--- config.mk ---
export PLATFORM = sky130hd
export DESIGN_NAME = frame_hash_nonzero_bounds
export DESIGN_NICKNAME = d
export VERILOG_FILES = /design/src/hw/rtl/fhnb_pkg.sv /design/src/hw/rtl/frame_hash_nonzero_bounds.sv /design/src/hw/rtl/fhnb_hash_unit.sv /design/src/hw/rtl/fhnb_frame_track.sv
export SDC_FILE = /design/constraint.sdc
export NUM_CORES = 1
export LEC_CHECK = 0
export BUFFER_PORTS_ARGS = -buffer_cell sky130_fd_sc_hd__buf_2
export CAP_MARGIN = 20
export CELL_PAD_IN_SITES_DETAIL_PLACEMENT = 1
export CELL_PAD_IN_SITES_GLOBAL_PLACEMENT = 1
export CORE_ASPECT_RATIO = 0.6
export CORE_MARGIN = 5
export CORE_UTILIZATION = 40
export DETAILED_ROUTE_END_ITERATION = 16
export PLACE_DENSITY = 0.68
export REMOVE_ABC_BUFFERS = 1
export SYNTH_ARGS = -nofsm -noshare
export SYNTH_HDL_FRONTEND = slang
export SYNTH_SLANG_ARGS = --single-unit
--- constraint.sdc ---
create_clock -name clk -period 5.85 [get_ports clk]
set_input_delay 0.8775 -clock clk [delete_from_list [all_inputs] [get_ports clk]]
set_output_delay 0.8775 -clock clk [all_outputs]
set_load 0.02 [all_outputs]
--- src/hw/rtl/fhnb_pkg.sv ---
package fhnb_pkg;

	localparam int unsigned MAX_DIM = 4096;
	localparam int unsigned DIM_W   = 13;   // holds 1..MAX_DIM
	localparam int unsigned COORD_W = 12;   // holds 0..MAX_DIM-1
	localparam int unsigned COUNT_W = 25;
	localparam int unsigned HASH_W  = 64;

	localparam logic [HASH_W-1:0] FNV_BASIS = 64'hCBF2_9CE4_8422_2325;
	// FNV-64 prime is 2^40 + 0x1B3: shift plus a 9-bit multiply
	localparam int unsigned      FNV_SHIFT = 40;
	localparam logic [8:0]       FNV_LOW   = 9'h1B3;

	typedef enum logic [1:0] {
		REG_WIDTH  = 2'd0,
		REG_HEIGHT = 2'd1,
		REG_PBYTES = 2'd2,
		REG_NONE   = 2'd3
	} reg_idx_t;

	typedef struct packed {
		logic init;   // load offset basis
		logic step;   // fold one byte
	} hash_ctrl_t;

	typedef struct packed {
		logic upd;      // pixel accepted
		logic nonzero;  // pixel has a used nonzero byte
		logic clr;      // frame summary taken, start over
	} trk_ctrl_t;

	typedef struct packed {
		logic [COUNT_W-1:0] count;
		logic               seen;
		logic [COORD_W-1:0] min_x;
		logic [COORD_W-1:0] min_y;
		logic [DIM_W-1:0]   end_x;
		logic [DIM_W-1:0]   end_y;
	} trk_sum_t;

endpackage

--- src/hw/rtl/frame_hash_nonzero_bounds.sv ---
// Flow: a pixel item is taken while idle, then hashed one byte per cycle
//   through a single FNV step unit.
// After a frame's last pixel, the emit state loads the summary into the output
//   register, and waits while that register is still held by the downstream side.
// Items do not overlap: s_tready stays low while the shared byte-step unit folds an item.
// Reset: arst_n async, active low; width 1, height 1, 4-byte pixels, FNV basis, rest zero.
module frame_hash_nonzero_bounds import fhnb_pkg::*; (
	input  logic          clk,
	input  logic          arst_n,
	// pixel stream
	input  logic          s_tvalid,
	output logic          s_tready,
	input  logic [31:0]   s_tdata,   // [31:0] pixel_value
	// summary stream
	output logic          m_tvalid,
	input  logic          m_tready,
	// [63:0] frame_hash, [88:64] nonzero_count, [89] box_valid,
	// [101:90] box_min_x, [113:102] box_min_y, [126:114] box_end_x,
	// [139:127] box_end_y, [143:140] zero
	output logic [143:0]  m_tdata,
	// configuration
	input  logic          psel,
	input  logic          penable,
	input  logic          pwrite,
	input  logic [3:0]    paddr,
	input  logic [31:0]   pwdata,
	output logic [31:0]   prdata,
	output logic          pready
);

	typedef enum logic [1:0] {
		ST_IDLE,
		ST_HASH,
		ST_EMIT
	} state_t;

	// ---------------- configuration registers ----------------
	logic [DIM_W-1:0] frame_width_q, frame_height_q;
	logic [2:0]       pixel_bytes_q;
	reg_idx_t         reg_sel;

	assign pready  = 1'b1;
	assign reg_sel = reg_idx_t'(paddr[3:2]);

	always_ff @(posedge clk or negedge arst_n) begin
		if (!arst_n) begin
			frame_width_q  <= DIM_W'(1);
			frame_height_q <= DIM_W'(1);
			pixel_bytes_q  <= 3'd4;
		end else if (psel && penable && pwrite) begin
			case (reg_sel)
				REG_WIDTH:  frame_width_q  <= pwdata[DIM_W-1:0];
				REG_HEIGHT: frame_height_q <= pwdata[DIM_W-1:0];
				REG_PBYTES: pixel_bytes_q  <= pwdata[2:0];
				default: ;  // unmapped, ignored
			endcase
		end
	end

	always_comb begin
		case (reg_sel)
			REG_WIDTH:  prdata = {{(32-DIM_W){1'b0}}, frame_width_q};
			REG_HEIGHT: prdata = {{(32-DIM_W){1'b0}}, frame_height_q};
			REG_PBYTES: prdata = {29'b0, pixel_bytes_q};
			default:    prdata = '0;
		endcase
	end

	// ---------------- clamped settings ----------------
	// 0 acts as 1, anything past the limit acts as the limit
	logic [DIM_W-1:0] width_eff, height_eff;
	logic [1:0]       last_byte;   // bytes per pixel minus one

	always_comb begin
		if (frame_width_q == '0)                width_eff = DIM_W'(1);
		else if (frame_width_q > DIM_W'(MAX_DIM)) width_eff = DIM_W'(MAX_DIM);
		else                                    width_eff = frame_width_q;

		if (frame_height_q == '0)                 height_eff = DIM_W'(1);
		else if (frame_height_q > DIM_W'(MAX_DIM)) height_eff = DIM_W'(MAX_DIM);
		else                                      height_eff = frame_height_q;

		if (pixel_bytes_q == 3'd0)      last_byte = 2'd0;
		else if (pixel_bytes_q > 3'd4)  last_byte = 2'd3;
		else                            last_byte = 2'(pixel_bytes_q - 3'd1);
	end

	// nonzero test over the used bytes only
	logic nonzero;
	always_comb begin
		case (last_byte)
			2'd0:    nonzero = |s_tdata[7:0];
			2'd1:    nonzero = |s_tdata[15:0];
			2'd2:    nonzero = |s_tdata[23:0];
			default: nonzero = |s_tdata;
		endcase
	end

	// ---------------- sequencer ----------------
	state_t            state_q;
	logic [31:0]       pix_q;        // byte 0 sits in [7:0], shifted down per step
	logic [1:0]        left_q;       // bytes still to fold after this one
	logic              fend_q;       // current pixel closes the frame
	logic              out_valid_q;
	logic [143:0]      out_q;
	logic              take;
	logic              out_free;
	logic              frame_end;
	logic [HASH_W-1:0] hash;
	trk_sum_t          sum;
	hash_ctrl_t        hash_ctrl;
	trk_ctrl_t         trk_ctrl;

	assign s_tready = (state_q == ST_IDLE);
	assign take     = s_tvalid && s_tready;
	assign out_free = !out_valid_q || m_tready;
	assign m_tvalid = out_valid_q;
	assign m_tdata  = out_q;

	always_comb begin
		hash_ctrl.step   = (state_q == ST_HASH);
		hash_ctrl.init   = (state_q == ST_EMIT) && out_free;
		trk_ctrl.upd     = take;
		trk_ctrl.nonzero = nonzero;
		trk_ctrl.clr     = (state_q == ST_EMIT) && out_free;
	end

	always_ff @(posedge clk or negedge arst_n) begin
		if (!arst_n) begin
			state_q     <= ST_IDLE;
			pix_q       <= '0;
			left_q      <= '0;
			fend_q      <= 1'b0;
			out_valid_q <= 1'b0;
			out_q       <= '0;
		end else begin
			// emit state reloads the register itself
			if (out_valid_q && m_tready && (state_q != ST_EMIT)) out_valid_q <= 1'b0;
			case (state_q)
				ST_IDLE: begin
					if (take) begin
						pix_q   <= s_tdata;
						left_q  <= last_byte;
						fend_q  <= frame_end;
						state_q <= ST_HASH;
					end
				end
				ST_HASH: begin
					pix_q <= {8'b0, pix_q[31:8]};
					if (left_q == 2'd0) begin
						state_q <= fend_q ? ST_EMIT : ST_IDLE;
					end else begin
						left_q <= left_q - 2'd1;
					end
				end
				ST_EMIT: begin
					// hash already holds the frame's last byte
					if (out_free) begin
						out_valid_q <= 1'b1;
						out_q       <= {4'b0, sum.end_y, sum.end_x, sum.min_y, sum.min_x,
							sum.seen, sum.count, hash};
						state_q     <= ST_IDLE;
					end
				end
				default: state_q <= ST_IDLE;
			endcase
		end
	end

	fhnb_hash_unit u_hash (
		.clk    (clk),
		.arst_n (arst_n),
		.ctrl   (hash_ctrl),
		.data   (pix_q[7:0]),
		.hash   (hash)
	);

	fhnb_frame_track u_track (
		.clk       (clk),
		.arst_n    (arst_n),
		.ctrl      (trk_ctrl),
		.width     (width_eff),
		.height    (height_eff),
		.frame_end (frame_end),
		.sum       (sum)
	);

endmodule

--- src/hw/rtl/fhnb_hash_unit.sv ---
module fhnb_hash_unit import fhnb_pkg::*; (
	input  logic              clk,
	input  logic              arst_n,
	input  hash_ctrl_t        ctrl,
	input  logic [7:0]        data,
	output logic [HASH_W-1:0] hash
);

	logic [HASH_W-1:0] hash_q;
	logic [HASH_W-1:0] mix;
	logic [HASH_W-1:0] mul_lo;
	logic [HASH_W-1:0] next;

	// one FNV-1a byte step: xor, then multiply by the prime mod 2^64
	always_comb begin
		mix    = hash_q ^ {{(HASH_W-8){1'b0}}, data};
		mul_lo = mix * {{(HASH_W-9){1'b0}}, FNV_LOW};
		next   = mul_lo + {mix[HASH_W-FNV_SHIFT-1:0], {FNV_SHIFT{1'b0}}};
	end

	always_ff @(posedge clk or negedge arst_n) begin
		if (!arst_n) begin
			hash_q <= FNV_BASIS;
		end else if (ctrl.init) begin
			hash_q <= FNV_BASIS;
		end else if (ctrl.step) begin
			hash_q <= next;
		end
	end

	assign hash = hash_q;

endmodule

--- src/hw/rtl/fhnb_frame_track.sv ---
module fhnb_frame_track import fhnb_pkg::*; (
	input  logic             clk,
	input  logic             arst_n,
	input  trk_ctrl_t        ctrl,
	input  logic [DIM_W-1:0] width,    // clamped
	input  logic [DIM_W-1:0] height,   // clamped
	output logic             frame_end,
	output trk_sum_t         sum
);

	logic [COORD_W-1:0] col_q, row_q;
	logic [COUNT_W-1:0] count_q;
	logic               seen_q;
	logic [COORD_W-1:0] min_x_q, min_y_q;
	logic [DIM_W-1:0]   end_x_q, end_y_q;
	logic [DIM_W-1:0]   x1, y1;
	logic               row_end;

	assign x1        = {1'b0, col_q} + DIM_W'(1);
	assign y1        = {1'b0, row_q} + DIM_W'(1);
	assign row_end   = x1 >= width;
	assign frame_end = row_end && (y1 >= height);

	always_ff @(posedge clk or negedge arst_n) begin
		if (!arst_n) begin
			col_q   <= '0;
			row_q   <= '0;
			count_q <= '0;
			seen_q  <= 1'b0;
			min_x_q <= '0;
			min_y_q <= '0;
			end_x_q <= '0;
			end_y_q <= '0;
		end else if (ctrl.clr) begin
			col_q   <= '0;
			row_q   <= '0;
			count_q <= '0;
			seen_q  <= 1'b0;
			min_x_q <= '0;
			min_y_q <= '0;
			end_x_q <= '0;
			end_y_q <= '0;
		end else if (ctrl.upd) begin
			if (ctrl.nonzero) begin
				count_q <= count_q + COUNT_W'(1);
				seen_q  <= 1'b1;
				if (!seen_q) begin
					min_x_q <= col_q;
					min_y_q <= row_q;
					end_x_q <= x1;
					end_y_q <= y1;
				end else begin
					if (col_q < min_x_q) min_x_q <= col_q;
					if (row_q < min_y_q) min_y_q <= row_q;
					if (x1 > end_x_q) end_x_q <= x1;
					if (y1 > end_y_q) end_y_q <= y1;
				end
			end
			// raster walk; frame end wraps both counters
			if (frame_end) begin
				col_q <= '0;
				row_q <= '0;
			end else if (row_end) begin
				col_q <= '0;
				row_q <= row_q + COORD_W'(1);
			end else begin
				col_q <= col_q + COORD_W'(1);
			end
		end
	end

	always_comb begin
		sum.count = count_q;
		sum.seen  = seen_q;
		sum.min_x = min_x_q;
		sum.min_y = min_y_q;
		sum.end_x = end_x_q;
		sum.end_y = end_y_q;
	end

endmodule
# == Word level (Yosys, flattened, before mapping) ==
# Index checks and enable logic that the tools add are counted.
# op_classes
add_sub_neg,8
multipliers,1
n_lt_le_gt_ge,9
eq_ne,15
mux,57
bitwise,1
n_reduce_logical,39
# op_table
operator,count
12-bit two-way mux,18
13-bit two-way mux,14
64-bit two-way mux,2
25-bit two-way mux,3
64-bit adder,1
"64-bit by 9-bit multiplier with 64-bit output, second input constant",1
32-bit case mux with 2 select lines,1
64-bit by 8-bit bitwise XOR with 64-bit output,1
13-bit case mux with 3 select lines,1
32-bit two-way mux,1
32-bit OR reduction,1
"12-bit by 1-bit adder with 13-bit output, second input constant",2
13-bit greater-or-equal comparator,2
13-bit greater-than comparator,2
"13-bit greater-than comparator, second input constant",2
13-bit zero test,2
"25-bit by 1-bit adder with 25-bit output, second input constant",1
"12-bit by 1-bit adder with 12-bit output, second input constant",2
12-bit < comparator,2
24-bit OR reduction,1
3-bit AND reduction,6
2-bit two-way mux,8
2-bit AND reduction,8
16-bit OR reduction,1
19 further kinds,47
# totals
regBits,371
inputBits,75

# == Logic depth before layout (Yosys ltp) ==
# logic_depth
ltp_word,8
ltp_mapped,23
ltp_nobuf,22

# == Cells and area by module ==
# Synthesis repeated with hierarchy kept, for this count alone.
# unflattened
cells_unflattened,2998
area_unflattened_um2,29859.9
# by_module_without_submodules
mod,n_inst,cells_each,area_per_inst_um2
fhnb_hash_unit,1,1620,14451.4
frame_hash_nonzero_bounds,1,680,8997.4
fhnb_frame_track,1,698,6411.1

# == Least setup slack after synthesis ==
# Ideal clock, no wire load.
# synth_path
kind,register to register
from,"reg u_hash.hash_q[2], in the netlist u_hash.hash[2]"
to,"reg u_hash.hash_q[62], in the netlist u_hash.hash[62]"
setup_ps,100
arrival_ps,5009
required_ps,5750
setup_slack_ps,741
stages_incl_launch_ff,21
path_buffers,0
synth_period_minus_slack_ps,5109
cell_sequence,dfstp_2 -> xnor2_1 -> inv_1 -> ha_1 -> xor2_1 -> ha_1 -> or2_2 -> fa_1 -> fa_1 -> ha_1 -> ha_1 -> o211ai_1 -> a21oi_1 -> o21ai_1 -> a2111oi_2 -> o21ai_1 -> a21oi_1 -> o21ai_1 -> a21oi_2 -> mux2i_1 -> nand4_1
# synth_via
elab_chain_len,5
# synth_lines
element,line,source
"start, declared",fhnb_hash_unit.sv:9,logic [HASH_W-1:0] hash_q;
"start signal, assigned",fhnb_hash_unit.sv:27,hash_q <= next;
64-bit by 8-bit bitwise XOR with 64-bit output *,fhnb_hash_unit.sv:16,"mix = hash_q ^ {{(HASH_W-8){1'b0}}, data};"
64-bit by 9-bit multiplier with 64-bit output,fhnb_hash_unit.sv:17,"mul_lo = mix * {{(HASH_W-9){1'b0}}, FNV_LOW};"
64-bit adder *,fhnb_hash_unit.sv:18,"next = mul_lo + {mix[HASH_W-FNV_SHIFT-1:0], {FNV_SHIFT{1'b0}}};"
64-bit two-way mux *,fhnb_hash_unit.sv:26,end else if (ctrl.step) begin
64-bit two-way mux *,fhnb_hash_unit.sv:24,end else if (ctrl.init) begin
# Every way passes the cells marked *; elsewhere a longest branch is shown, timed or not. The select of a mux whose other input is x is not followed.
# A chain may end at the register's enable or synchronous reset.

# == Worst setup path in the final report ==
# layout_path
from,"reg u_hash.hash_q[2], in the netlist u_hash.hash[2]"
to,"reg u_hash.hash_q[50], in the netlist u_hash.hash[50]"
# The elaborated chain is that of the path after synthesis.

==> impl_results.md <==
* Run status: complete, no violations
* Most used cell, CP: buf_4
* Crit Path Class: reg -> reg
* Top Ports at 254
* CP cell instances: xnor2_1, inv_1, ha_1, xor2_1, ha_1, or2_2, fa_1, fa_1, ha_4, ha_4, o211ai_1, a21oi_1, o21ai_1, buf_4, a2111oi_4, buf_4, o21ai_1, a21oi_2, buf_4, nor2_1, o21bai_1, xnor2_1, o21ai_0
* Post-Syn Area at 29,100 um^2
* Vias in the first global route at 25,200
* # Max-Cap Violations at 0
* FILL cells at 8,409
* Area delta synth->final at 14.9%
* H-Tree Depth at 2
* Largest stage delay on the critical path at 0.62 ns
* Delay-heaviest family, CP: adder cells
* Max Freq at 177 MHz
* PortBufs at 208
* Adder-cell area share of the yosys netlist at 26.3%
* Critical Path Source Type: flip-flop
* Average size of a mapped cell at 9.01 um^2
* Dominant register cell in the synthesized netlist: dfrtp_1
* Slew Limit Fails at 0
* Total grt overflow at 0
* Placer's final routability congestion estimate at 0.898
* EDFF count, synth at 0
* Crit path required time at 6.28 ns
* Slowest CP cell: fa_1
* Clock latency on the worst-skew pair at 0.61 ns
* Clock Skews at 0.0273 ns
* Crit path time final at 5.64 ns
* Row Count at 76
* Post-synthesis mux area share at 1.56%
* Core Box Area at 71,900 um^2
* Proportion of layout cells with a drive suffix above 1 at 15.1%
* Root buffer cell: clkbuf_16
* DRT antenna net count at 0
* Worst slew margin at 27.7%
* Final #Nets at 4,032
* Worst-path clk slew at 0.06 ns
* # DRC at 0
* Post-Route WL at 92.3 mm
* Distinct cells, synth at 77
* Most frequent cells in the layout: 537 x nand2_1, 525 x inv_1, 338 x dfrtp_1, 263 x ha_1, 210 x fa_1
* Pin count of the biggest net entering global routing at 104
* Final worst-path cycle share at 96.5%
* Post-synthesis xor/xnor area fraction at 5.12%
* DR iter-0 viols at 1,435
* HPWL after detailed placement at 74.1 mm
* Total die area at 78,300 um^2
* WL/cell at 20.6 um
* Die Height at 219 um
* Ys async rst share at 100%
* CP Buf/Inv Count at 4
* Compound-gate portion of the synthesized area at 12.5%
* Synth Warn # at 0
* CP endpoint kind: flip-flop
* Detailed-router iteration count before antenna repair at 5
* First-pass GRT wire length at 147 mm
* Most common cell after layout, fill and taps aside: nand2_1
* Final setup vio count at 0
* Largest family of logic cells by synthesized area: adder cells
* Clock tree buffer depth at 3
* Cts hold-fix bufs at 0
* Post-synthesis sequential area ratio at 32.1%
* Final Core Density at 46.4%
* Fin. Hold Viols at 0
* Overall Global Routing Usage at 23.9%
* CP Data Arrival Time at 6.07 ns
* Synth Instances at 3,225
* Num CTS Buffers at 42
* Seq cells post-synth at 371
* Die X at 358 um
* RSZ-0062 raised after global routing: yes
* Initial antenna violation count at 4
* Worst hold path class: in -> async
* Critical path origin: u_hash.hash[2]$_DFFE_PN1P_
* Starting Density at 40.4%
* Vias after detailed routing at 23,200
* Synth Area in Simple Gates at 13.3%
* Total clock sinks at 371
* Worst Path Max Fanout at 4
* Via density at 5.19
* CTS tree: done
* Least-Margin Pin Slew at 1.08 ns
* Reg-to-Reg Start: u_hash.hash[2]$_DFFE_PN1P_
==> layer usage <==
metal	share of wire [%]	global-route usage [%]
met5	0.014	0
met2	41	34.4
met4	1.5	4.08
met3	5.9	5.09
met1	51	37.1
==> flip-flops by register name, indices dropped and copies added (netlist names) <==
signal	count
fend_q	1
frame_height_q	13
frame_width_q	13
left_q	2
m_tdata	140
m_tvalid	1
pix_q	32
pixel_bytes_q	3
state_q	2
u_hash.hash	64
u_track.col_q	12
u_track.count_q	25
u_track.end_x_q	13
u_track.end_y_q	13
u_track.min_x_q	12
u_track.min_y_q	12
u_track.row_q	12
u_track.seen_q	1
==> final timing paths <==
check | endpoint | slack, ns | cells past startpoint
worst min register to register | m_tdata[39]$_DFFE_PN0P_ | 0.47 | 2
worst min-delay path | m_tdata[83]$_DFFE_PN0P_ | 0.21 | 1
max in group asynchronous | m_tdata[133]$_DFFE_PN0P_ | 4.27 | 2
worst max-delay path | u_hash.hash[50]$_DFFE_PN0P_ | 0.21 | 23
worst max register to register | u_hash.hash[50]$_DFFE_PN0P_ | 0.21 | 23
min in group clk | m_tdata[39]$_DFFE_PN0P_ | 0.47 | 2
==> logic make-up (layout without fill, tap and decap cells) <==
kind of cell	Yosys count	after routing
buffers and inverters	666	920
other	2	27
xor gates and xnor gates	170	170
muxes	42	42
AOI/OAI and AO/OA	581	581
adders and majority gates	486	486
DFF	371	371
and+or+nand+nor	907	907
==> final cells by class <==
| type | count | area (um^2) | share of cell area [%] |
|---|---|---|---|
| Clock buffer | 61 | 1230 | 3.69 |
| Antenna cell | 3 | 7.51 | 0.0225 |
| Clock inverter | 12 | 148 | 0.442 |
| Timing Repair Buffer | 321 | 1920 | 5.76 |
| Inverter | 526 | 1970 | 5.91 |
| Sequential cell | 371 | 9330 | 27.9 |
| Multi-Input combinational cell | 2210 | 17600 | 52.6 |
| Tap cell | 975 | 1220 | 3.65 |
==> synth_stat cells (16+ instances only) <==
master / count / area [um^2]
nand2_1: 538 / 2020
inv_1: 525 / 1970
dfrtp_1: 340 / 8510
ha_1: 275 / 3440
fa_1: 210 / 4200
o21ai_0: 193 / 966
nor2_1: 134 / 503
a21oi_1: 116 / 581
clkbuf_1: 93 / 349
nand3_1: 93 / 465
xnor2_1: 92 / 806
xor2_1: 78 / 683
a21o_1: 66 / 495
a31oi_1: 40 / 250
dfstp_2: 31 / 815
a22o_1: 27 / 236
mux2_2: 26 / 293
nor3_1: 26 / 130
buf_4: 25 / 188
o21ai_1: 22 / 110
o211ai_1: 21 / 158
nand4_1: 19 / 119
nand2b_1: 18 / 113
and3_1: 17 / 106
nor4_1: 17 / 106
mux2i_1: 16 / 160
==> stage by stage <==
| step | hold slack (ns) | TNS, ns | cells | setup WS [ns] | area [um^2] |
|---|---|---|---|---|---|
| 4_1_cts | 0.285 | 0 | 4473 | 0.00683 | 33100 |
| 3_5_place_dp | 0.457 | -0.105 | 4400 | -0.0608 | 31600 |
| 5_1_grt | 0.276 | -0.290 | 4479 | -0.0729 | 33400 |
| 6_report | 0.208 | 0 | 4479 | 0.208 | 33400 |
| 2_1_floorplan | 0.446 | -36.41 | 3107 | -0.915 | 28500 |
| 3_3_place_gp | 0.453 | -0.000453 | 4399 | -0.000453 | 31600 |
==> what timing repair did <==
action,4_1_cts,5_1_grt
setup endpoints to repair,8,29
pin swaps,1,14
gates cloned,0,0
buffers inserted,0,3
gates resized for setup,6,55
Power is not shown: default switching activity piles up to over one toggle a cycle in this logic, so the estimate is an artifact.
